### src/hdl/dtf_pkg.sv
package dtf_pkg;

	// mode encoding; live is kept as a code but never entered
	typedef enum logic [1:0] {
		MODE_IDLE  = 2'd0,
		MODE_VIDEO = 2'd1,
		MODE_LIVE  = 2'd2
	} mode_t;

	// configuration register indexes
	localparam int unsigned CFG_IDX_W = 1;
	localparam logic [CFG_IDX_W-1:0] REG_PRIMARY_THR = 1'd0;
	localparam logic [CFG_IDX_W-1:0] REG_END_THR     = 1'd1;

	localparam int unsigned THR_W = 8;
	localparam logic [THR_W-1:0] THR_RESET = 8'd3;

	// absence counter: 7 bits, latch released at 90 absent frames
	localparam int unsigned ABSENT_W = 7;
	localparam logic [ABSENT_W-1:0] ABSENT_LIMIT = 7'd90;

	typedef struct packed {
		logic [THR_W-1:0] primary_threshold;
		logic [THR_W-1:0] end_threshold;
	} cfg_t;

	typedef struct packed {
		logic  to_video_pulse;
		logic  back_to_live_pulse;
		logic  end_confirmed_pulse;
		mode_t mode;
	} result_t;

endpackage

### src/hdl/dtf_in_if.sv
interface dtf_in_if;
	logic valid;
	logic ready;
	logic primary_seen;
	logic end_seen;

	modport source (output valid, primary_seen, end_seen, input ready);
	modport sink   (input valid, primary_seen, end_seen, output ready);
	modport mon    (input valid, ready, primary_seen, end_seen);
endinterface

### src/hdl/dtf_out_if.sv
interface dtf_out_if;
	logic       valid;
	logic       ready;
	logic       to_video_pulse;
	logic       back_to_live_pulse;
	logic       end_confirmed_pulse;
	logic [1:0] mode;

	modport source (output valid, to_video_pulse, back_to_live_pulse, end_confirmed_pulse, mode,
		input ready);
	modport sink   (input valid, to_video_pulse, back_to_live_pulse, end_confirmed_pulse, mode,
		output ready);
	modport mon    (input valid, ready, to_video_pulse, back_to_live_pulse, end_confirmed_pulse,
		mode);
endinterface

### src/hdl/dtf_cfg.sv
module dtf_cfg (
	input  logic                          clk,
	input  logic                          arst_n,
	input  logic                          we,
	input  logic [dtf_pkg::CFG_IDX_W-1:0] index,
	input  logic [dtf_pkg::THR_W-1:0]     data,
	output dtf_pkg::cfg_t                 cfg
);
	import dtf_pkg::*;

	cfg_t cfg_q;

	always_ff @(posedge clk or negedge arst_n) begin
		if (!arst_n) begin
			cfg_q.primary_threshold <= THR_RESET;
			cfg_q.end_threshold     <= THR_RESET;
		end else if (we) begin
			case (index)
				REG_PRIMARY_THR: cfg_q.primary_threshold <= data;
				REG_END_THR:     cfg_q.end_threshold     <= data;
				default:         cfg_q <= cfg_q;
			endcase
		end
	end

	assign cfg = cfg_q;
endmodule

### src/hdl/dtf_core.sv
module dtf_core #(
	parameter int unsigned COUNTER_BITS = 8
) (
	input  logic              clk,
	input  logic              arst_n,
	input  logic              accept,
	input  logic              primary_seen,
	input  logic              end_seen,
	input  dtf_pkg::cfg_t     cfg,
	output dtf_pkg::result_t  result
);
	import dtf_pkg::*;

	// compare width covers both counter and threshold
	localparam int unsigned CMP_W = (COUNTER_BITS > THR_W) ? COUNTER_BITS : THR_W;

	mode_t                  mode_q, mode_nx;
	logic [COUNTER_BITS-1:0] pcnt_q, pcnt_nx, pcnt_inc;
	logic [COUNTER_BITS-1:0] ecnt_q, ecnt_nx;
	logic [ABSENT_W-1:0]     acnt_q, acnt_nx;
	logic                    latched_q, latched_nx;
	logic                    end_conf, prim_conf;
	logic                    to_video, back, confirmed;

	always_comb begin
		// saturating frame counters
		ecnt_nx = end_seen ? ((ecnt_q == '1) ? ecnt_q : ecnt_q + 1'b1) : '0;
		acnt_nx = end_seen ? '0 : ((acnt_q == '1) ? acnt_q : acnt_q + 1'b1);
		pcnt_inc = primary_seen ? ((pcnt_q == '1) ? pcnt_q : pcnt_q + 1'b1) : '0;

		end_conf  = CMP_W'(ecnt_nx) >= CMP_W'(cfg.end_threshold);
		prim_conf = CMP_W'(pcnt_inc) >= CMP_W'(cfg.primary_threshold);

		mode_nx    = mode_q;
		pcnt_nx    = pcnt_q;
		latched_nx = latched_q;
		to_video   = 1'b0;
		back       = 1'b0;
		confirmed  = 1'b0;

		if (end_conf) begin
			// end of round wins; only acts on a fresh confirm
			if (!latched_q) begin
				latched_nx = 1'b1;
				pcnt_nx    = '0;
				back       = (mode_q == MODE_VIDEO) || (mode_q == MODE_LIVE);
				confirmed  = 1'b1;
				mode_nx    = MODE_IDLE;
			end
		end else begin
			if (acnt_nx >= ABSENT_LIMIT) begin
				latched_nx = 1'b0;
			end
			pcnt_nx = pcnt_inc;
			if (prim_conf) begin
				to_video = (mode_q != MODE_VIDEO);
				mode_nx  = MODE_VIDEO;
			end
		end
	end

	always_ff @(posedge clk or negedge arst_n) begin
		if (!arst_n) begin
			mode_q    <= MODE_IDLE;
			pcnt_q    <= '0;
			ecnt_q    <= '0;
			acnt_q    <= '0;
			latched_q <= 1'b0;
		end else if (accept) begin
			mode_q    <= mode_nx;
			pcnt_q    <= pcnt_nx;
			ecnt_q    <= ecnt_nx;
			acnt_q    <= acnt_nx;
			latched_q <= latched_nx;
		end
	end

	assign result.to_video_pulse      = to_video;
	assign result.back_to_live_pulse  = back;
	assign result.end_confirmed_pulse = confirmed;
	assign result.mode                = mode_nx;
endmodule

### src/hdl/dtf_out_stage.sv
module dtf_out_stage (
	input  logic             clk,
	input  logic             arst_n,
	input  logic             load,
	input  logic             take,
	input  dtf_pkg::result_t data,
	output logic             valid,
	output dtf_pkg::result_t q
);
	import dtf_pkg::*;

	logic    valid_q;
	result_t data_q;

	always_ff @(posedge clk or negedge arst_n) begin
		if (!arst_n) begin
			valid_q <= 1'b0;
		end else if (load) begin
			valid_q <= 1'b1;
		end else if (take) begin
			valid_q <= 1'b0;
		end
	end

	always_ff @(posedge clk) begin
		if (load) begin
			data_q <= data;
		end
	end

	assign valid = valid_q;
	assign q     = data_q;
endmodule

### src/hdl/debounced_two_flag_mode_switch_top.sv
// channel   dir   word                                      handshake
// in_ch     in    primary_seen, end_seen                    valid / ready
// out_ch    out   to_video_pulse, back_to_live_pulse,       valid / ready
//                 end_confirmed_pulse, mode
// cfg       in    cfg_we, cfg_index, cfg_data               write enable only
//
// one word accepted per clock while in_ch.ready; its result goes to the output register
// frame state (mode, debounce counters, latch) moves on the accepting edge
// in_ch.ready is high whenever the output register is empty or being read this cycle
// arst_n clears the frame state, the output valid and loads both thresholds with 3
module debounced_two_flag_mode_switch_top #(
	parameter int unsigned COUNTER_BITS = 8
) (
	input  logic                          clk,
	input  logic                          arst_n,
	input  logic                          cfg_we,
	input  logic [dtf_pkg::CFG_IDX_W-1:0] cfg_index,
	input  logic [dtf_pkg::THR_W-1:0]     cfg_data,
	dtf_in_if.sink                        in_ch,
	dtf_out_if.source                     out_ch
);
	import dtf_pkg::*;

	cfg_t    cfg;
	result_t res_comb;
	result_t res_q;
	logic    out_valid;
	logic    in_ready;
	logic    in_accept;

	// output register frees up in the same cycle it is read
	assign in_ready  = !out_valid || out_ch.ready;
	assign in_accept = in_ch.valid && in_ready;

	// threshold registers
	dtf_cfg u_cfg (
		.clk    (clk),
		.arst_n (arst_n),
		.we     (cfg_we),
		.index  (cfg_index),
		.data   (cfg_data),
		.cfg    (cfg)
	);

	// debounce counters, latch and mode, next-state logic
	dtf_core #(
		.COUNTER_BITS (COUNTER_BITS)
	) u_core (
		.clk          (clk),
		.arst_n       (arst_n),
		.accept       (in_accept),
		.primary_seen (in_ch.primary_seen),
		.end_seen     (in_ch.end_seen),
		.cfg          (cfg),
		.result       (res_comb)
	);

	// result register towards the sink
	dtf_out_stage u_out (
		.clk    (clk),
		.arst_n (arst_n),
		.load   (in_accept),
		.take   (out_ch.ready),
		.data   (res_comb),
		.valid  (out_valid),
		.q      (res_q)
	);

	assign in_ch.ready                = in_ready;
	assign out_ch.valid               = out_valid;
	assign out_ch.to_video_pulse      = res_q.to_video_pulse;
	assign out_ch.back_to_live_pulse  = res_q.back_to_live_pulse;
	assign out_ch.end_confirmed_pulse = res_q.end_confirmed_pulse;
	assign out_ch.mode                = res_q.mode;
endmodule

### src/flat_wrapper.sv
// flat-port wrapper written by rule: the top's interface ports become plain ports
module debounced_two_flag_mode_switch_top_flat import dtf_pkg::*;
#(
	parameter int unsigned COUNTER_BITS = 8
)
  (clk, arst_n, cfg_we, cfg_index, cfg_data, in_ch_valid, in_ch_primary_seen, in_ch_end_seen, in_ch_ready, out_ch_valid, out_ch_to_video_pulse, out_ch_back_to_live_pulse, out_ch_end_confirmed_pulse, out_ch_mode, out_ch_ready);
  dtf_in_if in_ch_i ();
  dtf_out_if out_ch_i ();
  input  logic clk;
  input  logic arst_n;
  input  logic cfg_we;
  input  logic [dtf_pkg::CFG_IDX_W-1:0] cfg_index;
  input  logic [dtf_pkg::THR_W-1:0] cfg_data;
  input wire logic [$bits(in_ch_i.valid)-1:0] in_ch_valid;
  input wire logic [$bits(in_ch_i.primary_seen)-1:0] in_ch_primary_seen;
  input wire logic [$bits(in_ch_i.end_seen)-1:0] in_ch_end_seen;
  output wire logic [$bits(in_ch_i.ready)-1:0] in_ch_ready;
  output wire logic [$bits(out_ch_i.valid)-1:0] out_ch_valid;
  output wire logic [$bits(out_ch_i.to_video_pulse)-1:0] out_ch_to_video_pulse;
  output wire logic [$bits(out_ch_i.back_to_live_pulse)-1:0] out_ch_back_to_live_pulse;
  output wire logic [$bits(out_ch_i.end_confirmed_pulse)-1:0] out_ch_end_confirmed_pulse;
  output wire logic [$bits(out_ch_i.mode)-1:0] out_ch_mode;
  input wire logic [$bits(out_ch_i.ready)-1:0] out_ch_ready;
  assign in_ch_i.valid = in_ch_valid;
  assign in_ch_i.primary_seen = in_ch_primary_seen;
  assign in_ch_i.end_seen = in_ch_end_seen;
  assign in_ch_ready = in_ch_i.ready;
  assign out_ch_valid = out_ch_i.valid;
  assign out_ch_to_video_pulse = out_ch_i.to_video_pulse;
  assign out_ch_back_to_live_pulse = out_ch_i.back_to_live_pulse;
  assign out_ch_end_confirmed_pulse = out_ch_i.end_confirmed_pulse;
  assign out_ch_mode = out_ch_i.mode;
  assign out_ch_i.ready = out_ch_ready;
  debounced_two_flag_mode_switch_top #(.COUNTER_BITS(COUNTER_BITS)) u_core (.clk(clk), .arst_n(arst_n), .cfg_we(cfg_we), .cfg_index(cfg_index), .cfg_data(cfg_data), .in_ch(in_ch_i), .out_ch(out_ch_i));
endmodule
### config.mk
export PLATFORM = sky130hd
export DESIGN_NAME = debounced_two_flag_mode_switch_top_flat
export DESIGN_NICKNAME = d
export VERILOG_FILES = /design/src/hdl/dtf_pkg.sv /design/src/hdl/dtf_in_if.sv /design/src/hdl/dtf_out_if.sv /design/src/hdl/dtf_cfg.sv /design/src/hdl/dtf_core.sv /design/src/hdl/dtf_out_stage.sv /design/src/hdl/debounced_two_flag_mode_switch_top.sv /design/src/flat_wrapper.sv
export SDC_FILE = /design/constraint.sdc
export NUM_CORES = 1
export LEC_CHECK = 0
export ABC_CLOCK_PERIOD_IN_PS = 8200
export BUFFER_PORTS_ARGS = -buffer_cell sky130_fd_sc_hd__buf_2
export CORE_ASPECT_RATIO = 0.75
export CORE_MARGIN = 4
export CORE_UTILIZATION = 40
export CTS_CLUSTER_SIZE = 24
export DETAILED_ROUTE_END_ITERATION = 10
export HOLD_SLACK_MARGIN = 0.1
export PLACE_DENSITY = 0.56
export SYNTH_ARGS = -nofsm -noshare
export SYNTH_HDL_FRONTEND = slang
export SYNTH_HIERARCHICAL = 1
export SYNTH_SLANG_ARGS = --single-unit
### constraint.sdc
create_clock -name clk -period 8.2 [get_ports clk]
set_input_delay 1.64 -clock clk [delete_from_list [all_inputs] [get_ports clk]]
set_output_delay 1.64 -clock clk [all_outputs]
set_load 0.1 [all_outputs]
## Yosys cells after proc, flatten, opt, wreduce, memory -nomap -nowiden

Index checks and enable logic that the tools add are counted.

| word-level totals | value |
|---|---|
| output and inout port bits | 7 |
| input bits | 16 |
| memories | 0 |
| logic and storage cells | 56 |
| bits in latches | 0 |
| memory bits (writable) | 0 |
| memory bits (read-only) | 0 |
| register bits | 48 |

| cells by class | value |
|---|---|
| div/mod/pow operators | 0 |
| shifts and indexed selects | 0 |
| eq/ne operators | 7 |
| reductions and logical operators | 12 |
| order comparisons | 3 |
| bitwise gates (word level) | 3 |
| multiplexer cells | 16 |
| $mul | 0 |
| add/sub/neg operators | 3 |

Operators with widths:

| kind | count |
|---|---|
| $mux W8 | 6 |
| $add A8 B1 Y8 const B | 2 |
| $eq A8 B8 Y1 const B | 2 |
| $ge A8 B8 Y1 | 2 |
| $mux W7 | 2 |
| $reduce_and A2 Y1 | 4 |
| $add A7 B1 Y7 const B | 1 |
| $eq A7 B7 Y1 const B | 1 |
| $ge A7 B7 Y1 const B | 1 |
| $mux W2 | 3 |
| $mux W1 | 5 |
| $reduce_bool A2 Y1 | 2 |
| $reduce_or A2 Y1 | 2 |
| $not A1 Y1 | 3 |
| $eq A2 B1 Y1 const B | 1 |
| $eq A2 B2 Y1 const B | 1 |
| $logic_or A1 B1 Y1 | 2 |
| $ne A2 B1 Y1 const B | 1 |
| $ne A2 B2 Y1 const B | 1 |
| $logic_and A1 B1 Y1 | 1 |
| $logic_not A1 Y1 | 1 |

## Longest topological paths before layout

Gate-level depths: netlist (run 1).

| depth | value |
|---|---|
| depth after elaboration | 6 |
| gate-level depth with buffers | 12 |
| mapped depth without buffers | 12 |

## By module

The synthesis (run 1) kept the hierarchy.

Modules (own cells, without submodules):

| module | cells each | instances | area each (um^2) | seq. area each (um^2) |
|---|---|---|---|---|
| dtf_core | 245 | 1 | 2147.1 | 650.6 |
| dtf_cfg | 35 | 1 | 646.9 | 405.4 |
| dtf_out_stage | 8 | 1 | 186.4 | 175.2 |
| debounced_two_flag_mode_switch_top | 2 | 1 | 22.5 | 0.0 |

## Worst setup path after synthesis (run 1)

No wires, ideal clock.

| path | value |
|---|---|
| path kind | input-to-output |
| from | input port out_ch_ready |
| to | output port in_ch_ready |
| setup slack | 4630 ps |
| stages | 1 |
| data arrival time | 1930 ps |
| required time | 6560 ps |
| path buffers | 0 |
| path through | nand2b_4 |

| between the ends | value |
|---|---|
| cells in the longest elaborated chain, start to end | 1 |

Ends and longest elaborated chain:

| item | RTL line | text |
|---|---|---|
| start: declaration | flat_wrapper.sv:23 | `input wire logic [$bits(out_ch_i.ready)-1:0] out_ch_ready;` |
| $logic_or A1 B1 Y1 | debounced_two_flag_mode_switch_top.sv:32 | `assign in_ready = !out_valid \|\| out_ch.ready;` |
| end: declaration | flat_wrapper.sv:17 | `output wire logic [$bits(in_ch_i.ready)-1:0] in_ch_ready;` |

No other way between the ends.

## Worst setup path in the final report (run 1)

Same ends and word-level chain as after synthesis.

==> out/summary.md, run 1 <==
### Run status
* complete, no violations — status

### Floorplanning
* 83.0 um — vertical die dimension
* 7330 um^2 — core footprint
* 41.0% — initial standard-cell utilization of the core
* 23 — count of pins on the block boundary
* 8970 um^2 — floorplan die area
* 108 um — Die Span X
* 27 — Site Rows

### Clock tree
* 0 — Hold-fix buffers, CTS
* 0 — buffers inserted by post-CTS timing repair
* 0 — number of cells upsized or downsized after cts
* 5 — TritonCTS Buffers
* 48 — # clock sinks
* 2 — clock tree buffer depth
* sky130_fd_sc_hd__clkbuf_8 — root cell of the clock tree
* 80 ps — clock transition at the registers of the reported paths
* 2 — CTS H-Tree Depth
* 300 ps — clock latency of the later-clocked register in the worst-skew pair
* yes — TritonCTS clock tree

### Power and ir drop
* 1.52 nW — leakage power figure
* 21.9% — clock share of power
* 27.9% — fraction of power consumed by combinational cells
* 0.629 mW — PnR Total Power
* 0.412 mW — Internal
* 193 nW/um^2 — power per cell area
* 50.2% — fraction of power consumed by sequential logic
* 0.0756 mV — largest vdd supply drop
* 34.5% — sw frac
* 0.217 mW — switching power total

### Drt
* 6.24 mm — wire length reported by the detailed router
* 15.2 um — drt wl/cell
* 6 — first drt pass iteration count
* 5.42 — Avg Vias per Cell
* 0 — number of routed nets with antenna violations
* 0 — Remaining DRCs
* 107 — number of DRC violations after detailed-routing iteration 0
* 2223 — vias after detailed routing

### Setup path
* sky130_fd_sc_hd__buf_2 — CP max stage cell
* buf_2 > nand2b_4 > buf_2 — cells along the critical path
* input pin — category of the worst setup path launch point
* 2260 ps — critical path arrival
* output pin — capturing element type of the critical path
* in -> out — critical setup path kind
* 6560 ps — required time of the critical path
* sky130_fd_sc_hd__buf_2 — critical path's most frequent cell
* 2 — highest net fanout along the worst path
* 420 ps — delay of the slowest cell on the worst path

### Timing
* 47.6% — Tcrit/Tclk final
* no — RSZ-0062 raised after global routing
* 516 ps — Hold WS
* 0 ps — Sum Neg Setup Slack
* 0 — Max Transition Viols Final
* 2.81 ps — clock tree skew after final layout
* 3900 ps — clock period minus worst slack
* 0 — hold violation count in the final report
* 256 MHz — highest attainable clock frequency
* 61.5% — Max transition margin
* 4300 ps — Final WS setup
* 577 ps — transition time at the pin with the least slew margin
* 0 — number of setup violations in the final report

### Finish
* 1230 um^2 — sequential cell area in the final layout
* 0 — antenna diode count
* 719 — fill cell count
* 8.67% — P&R area growth vs syn
* 1620 um^2 — area of the multi-input gates
* 3260 um^2 — finished layout cell area
* 344 — number of nets in the layout
* 24.3% — layout cells sized above 1
* 410 — number of cells in the finished layout apart from fillers
* 44.5% — Post-Route Utilization

### Yosys
* sky130_fd_sc_hd__dfrtp_1 (33%), sky130_fd_sc_hd__ha_1 (8.3%), sky130_fd_sc_hd__edfxtp_1 (5.0%), sky130_fd_sc_hd__mux2_2 (4.9%), sky130_fd_sc_hd__mux2_4 (4.0%) — largest cells by area after synthesis
* sky130_fd_sc_hd__dfrtp_1 (39), sky130_fd_sc_hd__inv_1 (23), sky130_fd_sc_hd__ha_1 (20), sky130_fd_sc_hd__nor2_1 (20), sky130_fd_sc_hd__a21oi_1 (19) — most instantiated cells after synthesis
* sky130_fd_sc_hd__dfrtp_1 — most frequently used cell type in the post-synthesis netlist
* 32.5% — area share of the largest cell type after synthesis
* 10.4 um^2 — mean instance size in the synthesized netlist
* 48 — flip-flop and latch count after synthesis
* 5 — EDFF count, synth
* 89.6% — fraction of registers with async set/reset
* 3000 um^2 — Synth Cell Area
* 290 — Mapped Cells
* 41.0% — sequential element share of the synthesized area
* sky130_fd_sc_hd__dfrtp_1 — leading area contributor after synthesis
* 6 — total number of yosys warnings
* 62 — number of unique standard cell types used by synthesis
* 326 — Post-Synthesis Net Count
* sky130_fd_sc_hd__dfrtp_1 — top flip-flop cell by instance count after synthesis

### Global routing
* 0 — number of antenna violations at the first check in global routing
* 0 — overflow left after global routing
* 44 — largest net degree at the start of global routing
* 2142 — number of global-route vias before repair
* 10.7 mm — wire length of the first global-routing pass
* 14.8% — GRT Resource Usage Total

### Placed design
* 0.826 — Placer Congestion
* 22 — total of buffers placed on input and output ports
* 4240 ps — worst setup slack before clock tree synthesis
* 4.53 mm — half-perimeter wire length after detailed placement
* 402 — post-placement cell count
* 3180 um^2 — Placement Cell Area

### Job
* 0 — max-cap viol count

### Min path
* reg -> reg — Tightest Hold Check Type

==> cell families (layout without fill, tap and decap cells) <==
kind of cell	after synthesis	after routing	share of synthesized area [%]
simple gates	83	83	16.1
xor+xnor	4	4	1.17
fa+ha+maj	20	20	8.33
flops	48	48	41.0
mux	25	25	10.2
compound gates	75	75	18.1
buf+inv	35	54	5.04
==> power by group through the flow <==
stage,registers (mW),logic [mW],clock network (mW)
floorplan,0.328,0.122,0
global placement,0.319,0.174,0
detailed placement,0.319,0.176,0
CTS,0.315,0.177,0.143
global route,0.321,0.199,0.154
finish,0.315,0.176,0.138
==> routing by layer <==
layer  up-vias  global-route usage (%)  wire length (um)
li1       1092                       -                 -
met1      1076                    23.8              3440
met2        48                    19.4              2460
met3         7                    3.11               266
met4         0                    4.24                76
met5         -                       0                 0
==> state kept, by name, summed over array words and instances, names as in the netlist <==
| name | cells |
|---|---|
| u_core/u_core/mode_q | 2 |
| u_core/u_out/valid | 1 |
| u_core/u_core/latched_q | 1 |
| u_core/u_core/ecnt_q | 8 |
| u_core/u_core/pcnt_q | 8 |
| u_core/u_core/acnt_q | 7 |
| u_core/u_out/q | 5 |
| u_core/u_cfg/cfg | 16 |
==> layout by cell type (no fill, tap or decap), types with 10 or more instances in the layout <==
cell type,synthesis,layout
sky130_fd_sc_hd__a21oi_1,19,19
sky130_fd_sc_hd__buf_2,1,22
sky130_fd_sc_hd__dfrtp_1,39,39
sky130_fd_sc_hd__ha_1,20,20
sky130_fd_sc_hd__inv_1,23,23
sky130_fd_sc_hd__mux2_2,13,13
sky130_fd_sc_hd__nand2_1,12,12
sky130_fd_sc_hd__nor2_1,20,20
sky130_fd_sc_hd__nor3_1,10,10
sky130_fd_sc_hd__o21ai_0,10,10
==> area by class of cell <==
type                            count  share of cell area [%]
Clock inverter                      1                   0.153
Clock buffer                        7                    2.34
Inverter                           23                    2.65
Tap cell                          101                    3.87
Sequential cell                    48                    37.7
Timing Repair Buffer               23                    3.60
Multi-Input combinational cell    207                    49.7
==> worst max-delay path, delay by kind of cell <==
kind | cells | cell delay [ps]
buf+inv | 2 | 510
simple gates | 1 | 110
==> worst paths after layout <==
| check | from | to | slack [ps] | cells past startpoint |
|---|---|---|---|---|
| min in group asynchronous | arst_n | u_core/u_core/pcnt_q[4] | 1410 | 2 |
| worst min register to register | u_core/u_cfg/cfg[7] | u_core/u_cfg/cfg[7] | 520 | 1 |
| worst max-delay path | out_ch_ready | in_ch_ready | 4300 | 3 |
| worst max register to register | u_core/u_core/ecnt_q[0] | u_core/u_out/q[1] | 5030 | 12 |
| worst min-delay path | u_core/u_cfg/cfg[7] | u_core/u_cfg/cfg[7] | 520 | 1 |
| max in group asynchronous | arst_n | u_core/u_cfg/cfg[12] | 6390 | 2 |
No activity file was read; power rests on OpenSTA's default activity.
==> run 2, diff against run 1 <==
- ABC_CLOCK_PERIOD_IN_PS: 8200 -> 3450
- PLACE_DENSITY: 0.56 -> 0.58
- clock period: 8.2 -> 3.45 ns (I/O delays scaled with it)
==> run 2 against run 1 <==
  * Worst hold slack got worse by 120 ps
  * Power grew 140%
  * Non-clock buffer count unchanged
  * Core utilization up 0.15 points
  * Critical endpoint is now u_core/u_out/q[1]
  * Highest routed layer unchanged
==> out/summary.md, run 2 (synthesis results as in run 1) <==
### Run status
* complete, no violations — status

### Clock tree
* 5 — TritonCTS Buffers
* 0 — buffers inserted by post-CTS timing repair
* 110 ps — clock transition at the registers of the reported paths
* 48 — # clock sinks
* sky130_fd_sc_hd__clkbuf_8 — root cell of the clock tree
* 0 — Hold-fix buffers, CTS
* 2 — clock tree buffer depth
* 310 ps — clock latency of the later-clocked register in the worst-skew pair
* 0 — number of cells upsized or downsized after cts
* yes — TritonCTS clock tree
* 2 — CTS H-Tree Depth

### Floorplanning
* 108 um — Die Span X
* 27 — Site Rows
* 7330 um^2 — core footprint
* 8970 um^2 — floorplan die area
* 83.0 um — vertical die dimension
* 41.0% — initial standard-cell utilization of the core
* 23 — count of pins on the block boundary

### Timing
* 0 — number of setup violations in the final report
* 0 ps — Sum Neg Setup Slack
* 0 — hold violation count in the final report
* 91.6% — Tcrit/Tclk final
* 651 ps — transition time at the pin with the least slew margin
* 316 MHz — highest attainable clock frequency
* 0 — Max Transition Viols Final
* 15.4 ps — clock tree skew after final layout
* 3160 ps — clock period minus worst slack
* 56.6% — Max transition margin
* no — RSZ-0062 raised after global routing

### Setup path
* flop — capturing element type of the critical path
* u_core/u_out/q[1] — reg2reg end
* 10 — highest net fanout along the worst path
* 3220 ps — critical path arrival
* u_core/u_out/q[1] — timing endpoint of the critical path
* u_core/u_core/ecnt_q[0] — source of the worst register-to-register timing path
* u_core/u_core/ecnt_q[0] — first element of the critical path
* reg -> reg — critical setup path kind
* flop — category of the worst setup path launch point
* 12 — number of cells traversed by the worst register-to-register path
* 3510 ps — required time of the critical path
* 290 ps — slack of the worst reg-to-reg path

### Global routing
* 0 — overflow left after global routing
* 10.6 mm — wire length of the first global-routing pass
* 2107 — number of global-route vias before repair
* 14.9% — GRT Resource Usage Total
* 0 — number of antenna violations at the first check in global routing
* 32 — largest net degree at the start of global routing

### Drt
* 6.22 mm — wire length reported by the detailed router
* 4 — first drt pass iteration count
* 0 — Remaining DRCs
* 0 — number of routed nets with antenna violations
* 5.28 — Avg Vias per Cell
* 2164 — vias after detailed routing
* 15.2 um — drt wl/cell
* 84 — number of DRC violations after detailed-routing iteration 0

### Placed design
* 22 — total of buffers placed on input and output ports
* 0.833 — Placer Congestion
* 4.67 mm — half-perimeter wire length after detailed placement

### Finish
* 727 — fill cell count
* sky130_fd_sc_hd__dfrtp_1 — leading cell type in the layout, fill and taps excluded
* sky130_fd_sc_hd__dfrtp_1 (39), sky130_fd_sc_hd__inv_1 (23), sky130_fd_sc_hd__buf_2 (22) — commonest cells after routing, fill and taps aside
* 16 — max FFs per register
* 344 — number of nets in the layout
* 9.04% — P&R area growth vs syn
* 0 — antenna diode count
* 24.9% — layout cells sized above 1

### Power and ir drop
* 27.5% — fraction of power consumed by combinational cells
* 0.539 mW — switching power total
* 49.1% — fraction of power consumed by sequential logic
* 35.3% — sw frac
* 1.52 mW — PnR Total Power
* 465 nW/um^2 — power per cell area
* 0.191 mV — largest vdd supply drop
* 0.986 mW — Internal
* 23.4% — clock share of power
* 1.53 nW — leakage power figure

### Min path
* in -> async — Tightest Hold Check Type

### Job
* 0 — max-cap viol count

==> run 2: worst min path at each step <==
stage / depth (start not counted) / end / slack, ps
floorplan: 0 / u_core/u_cfg/cfg[10] / 390
global placement: 1 / u_core/u_cfg/cfg[5] / 490
detailed placement: 1 / u_core/u_cfg/cfg[5] / 490
CTS: 1 / u_core/u_out/valid / 410
global route: 1 / u_core/u_cfg/cfg[11] / 430
finish: 1 / u_core/u_cfg/cfg[12] / 400
==> run 2: through the flow <==
stage,area [um^2],instances,utilization (%),setup WS (ps),hold slack [ps]
2_1_floorplan,3000,290,-,709,394
3_3_place_gp,3180,402,43.4,482,493
3_5_place_dp,3180,402,43.4,335,495
4_1_cts,3270,410,44.7,310,413
5_1_grt,3270,410,44.7,57.3,431
6_report,3270,410,44.7,290,395
==> run 2: cell type report <==
class                      count  area [um^2]  area share (%)
sequential                    48         1230            37.6
inverter                      23         86.3            2.64
clock inverter                 3         23.8           0.726
clock buffer                   5         68.8            2.10
multi-input combinational    207         1620            49.5
tap                          101          126            3.86
timing repair buffer          23          118            3.59
==> run 2: power by group through the flow <==
stage          registers (mW)  logic, mW  clock network [mW]
2_1_floorplan           0.781      0.291                   0
3_3_place_gp            0.753      0.416                   0
3_5_place_dp            0.756      0.422                   0
4_1_cts                 0.745      0.425               0.374
5_1_grt                 0.761      0.475               0.398
6_report                0.748      0.419               0.357
==> run 2: layer usage <==
metal,track usage (%),part of all wire (%)
met5,0,0
met4,4.13,1.2
met1,23.9,55
met3,3.11,3.8
met2,19.8,40
==> run 2: worst max-delay path: stages, from the launching register on <==
cell                       delay (ps)
sky130_fd_sc_hd__dfrtp_1          460
sky130_fd_sc_hd__ha_1             280
sky130_fd_sc_hd__nand4_1          150
sky130_fd_sc_hd__nor2_2           370
sky130_fd_sc_hd__nor3_2           120
sky130_fd_sc_hd__xnor2_1          150
sky130_fd_sc_hd__nor2_1            60
sky130_fd_sc_hd__ha_1             280
sky130_fd_sc_hd__and3_1           220
sky130_fd_sc_hd__a221oi_4         290
sky130_fd_sc_hd__o21ai_2          160
sky130_fd_sc_hd__nor3_1           300
sky130_fd_sc_hd__nor3_1            80
